**src/rtl/rae_pkg.sv**
```systemverilog
// Package for the RESP array argument extractor: character codes, parser
// phases, the result word type and queue sizing. No dependencies.
package rae_pkg;

	localparam int LEN_BITS_DEF = 20;

	// queue between parser and output stage; depth must be a power of two
	localparam int QDEPTH = 2;
	localparam int QPTR_W = (QDEPTH > 1) ? $clog2(QDEPTH) : 1;
	localparam int QCNT_W = $clog2(QDEPTH + 1);

	localparam logic [7:0] CH_STAR   = 8'h2A;
	localparam logic [7:0] CH_DOLLAR = 8'h24;
	localparam logic [7:0] CH_ZERO   = 8'h30;
	localparam logic [7:0] CH_NINE   = 8'h39;
	localparam logic [7:0] CH_LF     = 8'h0A;

	typedef enum logic [8:0] {
		PH_STAR    = 9'b000000001,
		PH_HEADER  = 9'b000000010,
		PH_DOLLAR  = 9'b000000100,
		PH_DIGITS  = 9'b000001000,
		PH_SKIP    = 9'b000010000,
		PH_PAYLOAD = 9'b000100000,
		PH_TRAIL1  = 9'b001000000,
		PH_TRAIL2  = 9'b010000000,
		PH_IDLE    = 9'b100000000
	} rae_phase_t;

	typedef struct packed {
		logic [7:0] payload_byte;
		logic [7:0] arg_index;
		logic       last_in_arg;
		logic       empty_arg;
		logic       truncated;
	} rae_word_t;

	typedef struct packed {
		logic      valid;
		rae_word_t word;
	} rae_push_t;

endpackage

```
**src/rtl/rae_if.sv**
```systemverilog
// Channel interfaces of the argument extractor: request bytes in, argument
// words out. Valid/ready handshake. Depends on nothing.
interface rae_req_if;
	logic       valid;
	logic       ready;
	logic [7:0] in_byte;
	logic       end_of_request;

	modport source(output valid, output in_byte, output end_of_request, input ready);
	modport sink(input valid, input in_byte, input end_of_request, output ready);
endinterface

interface rae_arg_if;
	logic       valid;
	logic       ready;
	logic [7:0] payload_byte;
	logic [7:0] arg_index;
	logic       last_in_arg;
	logic       empty_arg;
	logic       truncated;

	modport source(output valid, output payload_byte, output arg_index,
		output last_in_arg, output empty_arg, output truncated, input ready);
	modport sink(input valid, input payload_byte, input arg_index,
		input last_in_arg, input empty_arg, input truncated, output ready);
endinterface

```
**src/rtl/rae_front.sv**
```systemverilog
// Front end: takes request bytes, walks the RESP array framing and builds
// argument words. Depends on rae_pkg and rae_if.
module rae_front
	import rae_pkg::*;
#(
	parameter int LEN_BITS = LEN_BITS_DEF
) (
	input  logic        clk,
	input  logic        arst_n,
	rae_req_if.sink     req,
	input  logic        q_full,
	output rae_push_t   push
);

	localparam int SUM_W = LEN_BITS + 4;
	localparam logic [LEN_BITS-1:0] LEN_MAX = {LEN_BITS{1'b1}};

	rae_phase_t          phase_q, phase_d;
	logic [LEN_BITS-1:0] len_q, len_d;
	logic [LEN_BITS-1:0] left_q, left_d;
	logic [7:0]          cnt_q, cnt_d;

	logic                accept;
	logic                is_digit;
	logic [3:0]          digit;
	logic [SUM_W-1:0]    len_ext;
	logic [SUM_W-1:0]    len_sum;
	logic [LEN_BITS-1:0] len_sat;
	logic [LEN_BITS-1:0] left_dec;
	logic [7:0]          cnt_inc;

	assign req.ready = !q_full;
	assign accept    = req.valid && req.ready;

	assign is_digit = (req.in_byte >= CH_ZERO) && (req.in_byte <= CH_NINE);
	assign digit    = 4'(req.in_byte - CH_ZERO);
	assign len_ext  = {4'b0000, len_q};
	// len * 10 + digit, saturate at the all-ones length
	assign len_sum  = (len_ext << 3) + (len_ext << 1) + {{LEN_BITS{1'b0}}, digit};
	assign len_sat  = (|len_sum[SUM_W-1:LEN_BITS]) ? LEN_MAX : len_sum[LEN_BITS-1:0];
	assign left_dec = left_q - {{(LEN_BITS-1){1'b0}}, 1'b1};
	assign cnt_inc  = (cnt_q == 8'hFF) ? cnt_q : cnt_q + 8'd1;

	always_comb begin
		phase_d = phase_q;
		len_d   = len_q;
		left_d  = left_q;
		cnt_d   = cnt_q;
		push.valid             = 1'b0;
		push.word.payload_byte = req.in_byte;
		push.word.arg_index    = cnt_q;
		push.word.last_in_arg  = 1'b0;
		push.word.empty_arg    = 1'b0;
		push.word.truncated    = 1'b0;

		case (phase_q)
			PH_STAR: begin
				phase_d = (req.in_byte == CH_STAR) ? PH_HEADER : PH_IDLE;
			end
			PH_HEADER: begin
				if (req.in_byte == CH_LF) begin
					phase_d = PH_DOLLAR;
				end
			end
			PH_DOLLAR: begin
				if (req.in_byte == CH_DOLLAR) begin
					len_d   = '0;
					phase_d = PH_DIGITS;
				end else begin
					phase_d = PH_IDLE;
				end
			end
			PH_DIGITS: begin
				if (is_digit) begin
					len_d = len_sat;
				end else begin
					phase_d = PH_SKIP;
				end
			end
			PH_SKIP: begin
				if (len_q == '0) begin
					push.valid             = 1'b1;
					push.word.payload_byte = 8'h00;
					push.word.last_in_arg  = 1'b1;
					push.word.empty_arg    = 1'b1;
					cnt_d   = cnt_inc;
					phase_d = PH_TRAIL1;
				end else begin
					left_d  = len_q;
					phase_d = PH_PAYLOAD;
				end
			end
			PH_PAYLOAD: begin
				push.valid = 1'b1;
				left_d     = left_dec;
				if (left_dec == '0) begin
					push.word.last_in_arg = 1'b1;
					cnt_d   = cnt_inc;
					phase_d = PH_TRAIL1;
				end else if (req.end_of_request) begin
					push.word.last_in_arg = 1'b1;
					push.word.truncated   = 1'b1;
					cnt_d = cnt_inc;
				end
			end
			PH_TRAIL1: begin
				phase_d = PH_TRAIL2;
			end
			PH_TRAIL2: begin
				phase_d = PH_DOLLAR;
			end
			default: begin
				phase_d = PH_IDLE;
			end
		endcase

		// end of request: drop all parse state after this byte
		if (req.end_of_request) begin
			phase_d = PH_STAR;
			len_d   = '0;
			left_d  = '0;
			cnt_d   = '0;
		end

		if (!accept) begin
			push.valid = 1'b0;
		end
	end

	always_ff @(posedge clk or negedge arst_n) begin
		if (!arst_n) begin
			phase_q <= PH_STAR;
			len_q   <= '0;
			left_q  <= '0;
			cnt_q   <= '0;
		end else if (accept) begin
			phase_q <= phase_d;
			len_q   <= len_d;
			left_q  <= left_d;
			cnt_q   <= cnt_d;
		end
	end

endmodule

```
**src/rtl/rae_queue.sv**
```systemverilog
// Short word queue between the parser front end and the output stage.
// Depends on rae_pkg.
module rae_queue
	import rae_pkg::*;
(
	input  logic      clk,
	input  logic      arst_n,
	input  rae_push_t push,
	output logic      full,
	output logic      q_valid,
	output rae_word_t q_word,
	input  logic      pop
);

	rae_word_t         mem_q [QDEPTH];
	logic [QPTR_W-1:0] wr_ptr_q;
	logic [QPTR_W-1:0] rd_ptr_q;
	logic [QCNT_W-1:0] count_q;
	logic              do_push;
	logic              do_pop;

	assign full    = (count_q == QCNT_W'(QDEPTH));
	assign q_valid = (count_q != '0);
	assign q_word  = mem_q[rd_ptr_q];
	assign do_push = push.valid && !full;
	assign do_pop  = pop && q_valid;

	always_ff @(posedge clk) begin
		if (do_push) begin
			mem_q[wr_ptr_q] <= push.word;
		end
	end

	always_ff @(posedge clk or negedge arst_n) begin
		if (!arst_n) begin
			wr_ptr_q <= '0;
			rd_ptr_q <= '0;
			count_q  <= '0;
		end else begin
			if (do_push) begin
				wr_ptr_q <= wr_ptr_q + QPTR_W'(1);
			end
			if (do_pop) begin
				rd_ptr_q <= rd_ptr_q + QPTR_W'(1);
			end
			case ({do_push, do_pop})
				2'b10:   count_q <= count_q + QCNT_W'(1);
				2'b01:   count_q <= count_q - QCNT_W'(1);
				default: count_q <= count_q;
			endcase
		end
	end

endmodule

```
**src/rtl/rae_back.sv**
```systemverilog
// Back end: output register that presents argument words on the result
// channel. Depends on rae_pkg and rae_if.
module rae_back
	import rae_pkg::*;
(
	input  logic      clk,
	input  logic      arst_n,
	input  logic      q_valid,
	input  rae_word_t q_word,
	output logic      pop,
	rae_arg_if.source arg
);

	logic      vld_q;
	rae_word_t word_q;

	// load when the register is empty or its word is taken this cycle
	assign pop = q_valid && (!vld_q || arg.ready);

	always_ff @(posedge clk or negedge arst_n) begin
		if (!arst_n) begin
			vld_q <= 1'b0;
		end else if (!vld_q || arg.ready) begin
			vld_q <= q_valid;
		end
	end

	always_ff @(posedge clk) begin
		if (pop) begin
			word_q <= q_word;
		end
	end

	assign arg.valid        = vld_q;
	assign arg.payload_byte = word_q.payload_byte;
	assign arg.arg_index    = word_q.arg_index;
	assign arg.last_in_arg  = word_q.last_in_arg;
	assign arg.empty_arg    = word_q.empty_arg;
	assign arg.truncated    = word_q.truncated;

endmodule

```
**src/rtl/resp_array_argument_extractor_core.sv**
```systemverilog
// Takes one request byte per cycle on req and emits one word per payload
// byte of each bulk-string argument of a RESP array on arg, tagged with the
// argument index, a last flag, an empty-argument marker and a truncation
// flag. The parser updates its state once per accepted byte, so a byte is
// taken every cycle; req.ready drops only while the two-entry word queue
// is full because arg is stalled. A word goes from the word queue to the
// output register on arg. Header, length and trailer bytes give no word.
// Depends on rae_pkg, rae_if, rae_front, rae_queue and rae_back.
module resp_array_argument_extractor_core
	import rae_pkg::*;
#(
	parameter int LEN_BITS = LEN_BITS_DEF
) (
	input  logic      clk,
	input  logic      arst_n,
	rae_req_if.sink   req,
	rae_arg_if.source arg
);

	rae_push_t push;
	logic      q_full;
	logic      q_valid;
	rae_word_t q_word;
	logic      pop;

	rae_front #(
		.LEN_BITS(LEN_BITS)
	) u_front (
		.clk    (clk),
		.arst_n (arst_n),
		.req    (req),
		.q_full (q_full),
		.push   (push)
	);

	rae_queue u_queue (
		.clk     (clk),
		.arst_n  (arst_n),
		.push    (push),
		.full    (q_full),
		.q_valid (q_valid),
		.q_word  (q_word),
		.pop     (pop)
	);

	rae_back u_back (
		.clk     (clk),
		.arst_n  (arst_n),
		.q_valid (q_valid),
		.q_word  (q_word),
		.pop     (pop),
		.arg     (arg)
	);

endmodule

```
**src/flat_wrapper.sv**
```systemverilog
// flat-port wrapper written by rule: the top's interface ports become plain ports
module resp_array_argument_extractor_core_flat import rae_pkg::*;
#(
	parameter int LEN_BITS = LEN_BITS_DEF
)
  (clk, arst_n, req_valid, req_in_byte, req_end_of_request, req_ready, arg_valid, arg_payload_byte, arg_arg_index, arg_last_in_arg, arg_empty_arg, arg_truncated, arg_ready);
  rae_req_if req_i ();
  rae_arg_if arg_i ();
  input  logic clk;
  input  logic arst_n;
  input wire logic [$bits(req_i.valid)-1:0] req_valid;
  input wire logic [$bits(req_i.in_byte)-1:0] req_in_byte;
  input wire logic [$bits(req_i.end_of_request)-1:0] req_end_of_request;
  output wire logic [$bits(req_i.ready)-1:0] req_ready;
  output wire logic [$bits(arg_i.valid)-1:0] arg_valid;
  output wire logic [$bits(arg_i.payload_byte)-1:0] arg_payload_byte;
  output wire logic [$bits(arg_i.arg_index)-1:0] arg_arg_index;
  output wire logic [$bits(arg_i.last_in_arg)-1:0] arg_last_in_arg;
  output wire logic [$bits(arg_i.empty_arg)-1:0] arg_empty_arg;
  output wire logic [$bits(arg_i.truncated)-1:0] arg_truncated;
  input wire logic [$bits(arg_i.ready)-1:0] arg_ready;
  assign req_i.valid = req_valid;
  assign req_i.in_byte = req_in_byte;
  assign req_i.end_of_request = req_end_of_request;
  assign req_ready = req_i.ready;
  assign arg_valid = arg_i.valid;
  assign arg_payload_byte = arg_i.payload_byte;
  assign arg_arg_index = arg_i.arg_index;
  assign arg_last_in_arg = arg_i.last_in_arg;
  assign arg_empty_arg = arg_i.empty_arg;
  assign arg_truncated = arg_i.truncated;
  assign arg_i.ready = arg_ready;
  resp_array_argument_extractor_core #(.LEN_BITS(LEN_BITS)) u_core (.clk(clk), .arst_n(arst_n), .req(req_i), .arg(arg_i));
endmodule
```
**config.mk**
```make
export PLATFORM = sky130hd
export DESIGN_NAME = resp_array_argument_extractor_core_flat
export DESIGN_NICKNAME = d
export VERILOG_FILES = /design/src/rtl/rae_pkg.sv /design/src/rtl/rae_if.sv /design/src/rtl/rae_front.sv /design/src/rtl/rae_queue.sv /design/src/rtl/rae_back.sv /design/src/rtl/resp_array_argument_extractor_core.sv /design/src/flat_wrapper.sv
export SDC_FILE = /design/constraint.sdc
export NUM_CORES = 1
export LEC_CHECK = 0
export BUFFER_PORTS_ARGS = -buffer_cell sky130_fd_sc_hd__buf_2
export CORE_MARGIN = 3
export CORE_UTILIZATION = 61
export CTS_BUF_LIST = sky130_fd_sc_hd__clkbuf_8
export CTS_CLUSTER_SIZE = 30
export DETAILED_ROUTE_END_ITERATION = 8
export GPL_TIMING_DRIVEN = 0
export PLACE_DENSITY_LB_ADDON = 0.15
export SYNTH_ARGS = -nofsm -noshare
export SYNTH_HDL_FRONTEND = slang
export SYNTH_SLANG_ARGS = --single-unit
```
**constraint.sdc**
```tcl
create_clock -name clk -period 4.7 [get_ports clk]
set_clock_uncertainty 0.15 [all_clocks]
set_input_delay 0 -clock clk [delete_from_list [all_inputs] [get_ports clk]]
set_output_delay 0 -clock clk [all_outputs]
set_load 0.01 [all_outputs]
```
==> flow_summary.json <==
{
  "synthArstFlopShare_pct": 52.10,
  "switchingPower_uw": 831.4,
  "power_density_nw_per_um2": 340.5,
  "rows": 38,
  "firstDrtPassIters": 7,
  "p_clk_share_pct": 34.8,
  "yosys_warnings": 0,
  "stdcell_area_um2": 8038,
  "fmax_mhz": 240.9,
  "ant_nets": 0,
  "crit_required_ps": 4870,
  "grtUsageTotal_pct": 28.15,
  "synth_edf_count": 57,
  "yosys_register_bits": 119,
  "h-tree-depth": 4,
  "post_cts_buffers": 0,
  "setup_viol_count_final": 0,
  "vias": 5782,
  "rsz0062_at_grt": "no",
  "critPathLaunchType": "flip-flop",
  "avgViaCountPerCell": 6.347,
  "cts_tree": "done",
  "yosysSeqAreaShare_pct": 45.82,
  "leakagePower_nw": 3.560,
  "antenna_found_initial": 0,
  "syn_area_per_cell_um2": 10.30,
  "grt-ovfl-total": 0,
  "synth_area_um2": 7124,
  "yosysTopAreaCell": "edfxtp_1",
  "synth_cell_types": 70,
  "grt_pass1_wl_um": 28700,
  "netlist_instances": 692,
  "area_growth_syn_to_layout_pct": 12.82,
  "synth_fp_nets": 750,
  "grt_pass1_vias": 5764,
  "run_status": "complete, no violations",
  "cts_buffers": 17,
  "path_max_fanout": 10,
  "dieArea_um2": 13010,
  "finalSetupTns_ps": 0,
  "die_x_um": 114.1,
  "intPower_mw": 1.905,
  "wl_per_cell_um": 19.16,
  "ir_drop_uv": 260.2,
  "yosysTopAreaCellShare_pct": 24.03,
  "fin_util_pct": 72.24,
  "drive_above_1_share_pct": 16.21,
  "dp_hpwl_um": 12280,
  "arrival_ps": 4320,
  "hp-class": "input pin to asynchronous set/reset pin",
  "worstMarginPinSlew_ps": 884.7,
  "nets": 816,
  "clkTransAtPathRegs_ps": 80,
  "clk_latency_ps": 460,
  "p_comb_share_pct": 18.9,
  "core_um2": 11130,
  "ios": 34,
  "drc": 0,
  "crit_path_end_kind": "flip-flop",
  "placed_area_um2": 7513,
  "start_util_pct": 64.04,
  "placement.io_buffers": 32,
  "drt_iter0_drc": 595,
  "grt_max_degree": 63,
  "place.gp.congestion": 0.9133,
  "clk_path_buf_depth": 2,
  "path_class": "flip-flop to flip-flop",
  "mostFrequentLayoutCell": "dfrtp_1",
  "maxCapViolCount": 0,
  "cts_root_buffer": "clkbuf_8",
  "synth-main-ff-cell": "dfrtp_1",
  "wl_um": 17460,
  "switching_share_pct": 30.38,
  "period_minus_slack_ps": 4150,
  "finalHoldViolCount": 0,
  "fin_crit_sh_pct": 88.31,
  "final_cell_mix": "dfrtp_1 (61), nand2_1 (57), edfxtp_1 (57)",
  "yosys-top-cells-area": "edfxtp_1 (24%), dfrtp_1 (21%), ha_1 (7.6%)",
  "final_max_slew_viol_count": 0,
  "slew-limit-headroom_pct": 40.48,
  "die_y_um": 114.1,
  "seq_power_share_pct": 46.3,
  "clkSinkCount": 119,
  "n_antenna_cell": 0
}
## cell type report
class	instances	area, um^2
repair buffers	47	327.8
clock inverters	15	167.7
inverters	24	90.09
fillers	789	3088
clock buffers	17	234.0
flip-flops and latches	119	3264
well taps	140	175.2
plain buffers	32	163.9
multi-input cells	517	3615
## critical path, cell delays in order, from the launching register on
cell      delay [ps]
dfrtp_1          510
inv_1            110
fa_1             580
inv_1             60
ha_1             310
a211oi_1         360
nor3_1           150
o211ai_1         290
nand2_1          160
a31oi_1          270
o221ai_1         160
o31ai_1          380
clkbuf_1         420
nand2_1          110
## registers in the layout, summed over array words and instances, names as in the netlist, 2 cells and up
| register | flops |
|---|---|
| u_core.u_back.arg.payload_byte | 8 |
| u_core.u_front.left_q | 20 |
| u_core.u_front.cnt_q | 8 |
| u_core.u_queue.mem_q | 38 |
| u_core.u_queue.count_q | 2 |
| u_core.u_front.len_q | 20 |
| u_core.u_back.arg.arg_index | 8 |
| u_core.u_front.phase_q | 9 |
## power groups by stage
stage               Sequential [mW]  Clock (mW)  Combinational [mW]
finish                         1.27       0.952               0.517
detailed placement             1.29           0               0.505
global route                   1.28        1.00               0.563
CTS                            1.27       0.956               0.517
floorplan                      1.31           0               0.300
global placement               1.28           0               0.472
## Yosys cell counts (all sizes together), types with 3 or more instances
cell / number
o21ai: 49
a22oi: 21
o31ai: 5
mux2: 28
nand2b: 12
nor2: 51
inv: 24
a21oi: 53
o211ai: 3
or4: 5
a211oi: 4
nand4: 5
nand3b: 3
clkbuf: 22
nor2b: 10
ha: 43
xor2: 6
nand2: 57
nor3: 20
a21o: 14
dfrtp: 61
nor3b: 7
xnor2: 21
or3: 4
nand3: 10
o22ai: 4
nor4: 20
a31oi: 7
edfxtp: 57
and2: 6
buf: 9
and3: 9
a32oi: 3
nor4b: 4
## per-stage QoR
step	setup slack, ps	hold slack, ps	power [mW]	instances
6_report	549.6	69.51	2.737	911
5_1_grt	215.1	115.7	2.844	911
4_1_cts	544.0	111.6	2.741	911
3_5_place_dp	599.0	60.74	1.791	867
3_3_place_gp	558.3	46.13	1.753	864
2_1_floorplan	1380	-445.6	1.608	692
## final timing paths
kind	slack (ps)	cells past startpoint	start	end
worst max-delay path	550	13	u_core.u_front.len_q[0]$_DFFE_PN0P_	u_core.u_front.len_q[1]$_DFFE_PN0P_
worst min-delay path	70	2	arst_n	u_core.u_front.cnt_q[3]$_DFFE_PN0P_
worst max register to register	550	13	u_core.u_front.len_q[0]$_DFFE_PN0P_	u_core.u_front.len_q[1]$_DFFE_PN0P_
worst min register to register	370	1	u_core.u_queue.count_q[1]$_DFFE_PN0P_	u_core.u_queue.count_q[1]$_DFFE_PN0P_
max in group asynchronous	3780	2	arst_n	u_core.u_front.len_q[3]$_DFFE_PN0P_
min in group clk	130	3	arg_ready	u_core.u_back.arg.valid$_DFFE_PN0N_
## metal layers
| layer | GRT usage (%) | wire length [um] | vias to the layer above |
|---|---|---|---|
| met5 | 0 | 0 | - |
| met4 | 12.11 | 601 | 0 |
| met3 | 5.497 | 913 | 51 |
| met2 | 48.05 | 8713 | 229 |
| met1 | 34.92 | 7229 | 2783 |
| li1 | - | - | 2719 |
## kinds of logic after synthesis
group / Yosys count / synth area share [%]
AND/OR/NAND/NOR: 229 / 17.58
AO/OA/AOI/OAI: 186 / 16.89
flip-flops: 119 / 45.82
buffers and inverters: 56 / 3.565
adder cells (fa/ha/maj): 45 / 8.114
multiplexers: 30 / 4.707
XOR/XNOR: 27 / 3.319
## what timing repair did
action | CTS | global route
endpoints found under the setup margin | 0 | 0
hold endpoints to repair | 108 | 0
gates resized for setup | 0 | 0
hold buffers | 12 | 0
Note: power is estimated with default switching activity, not from simulation.
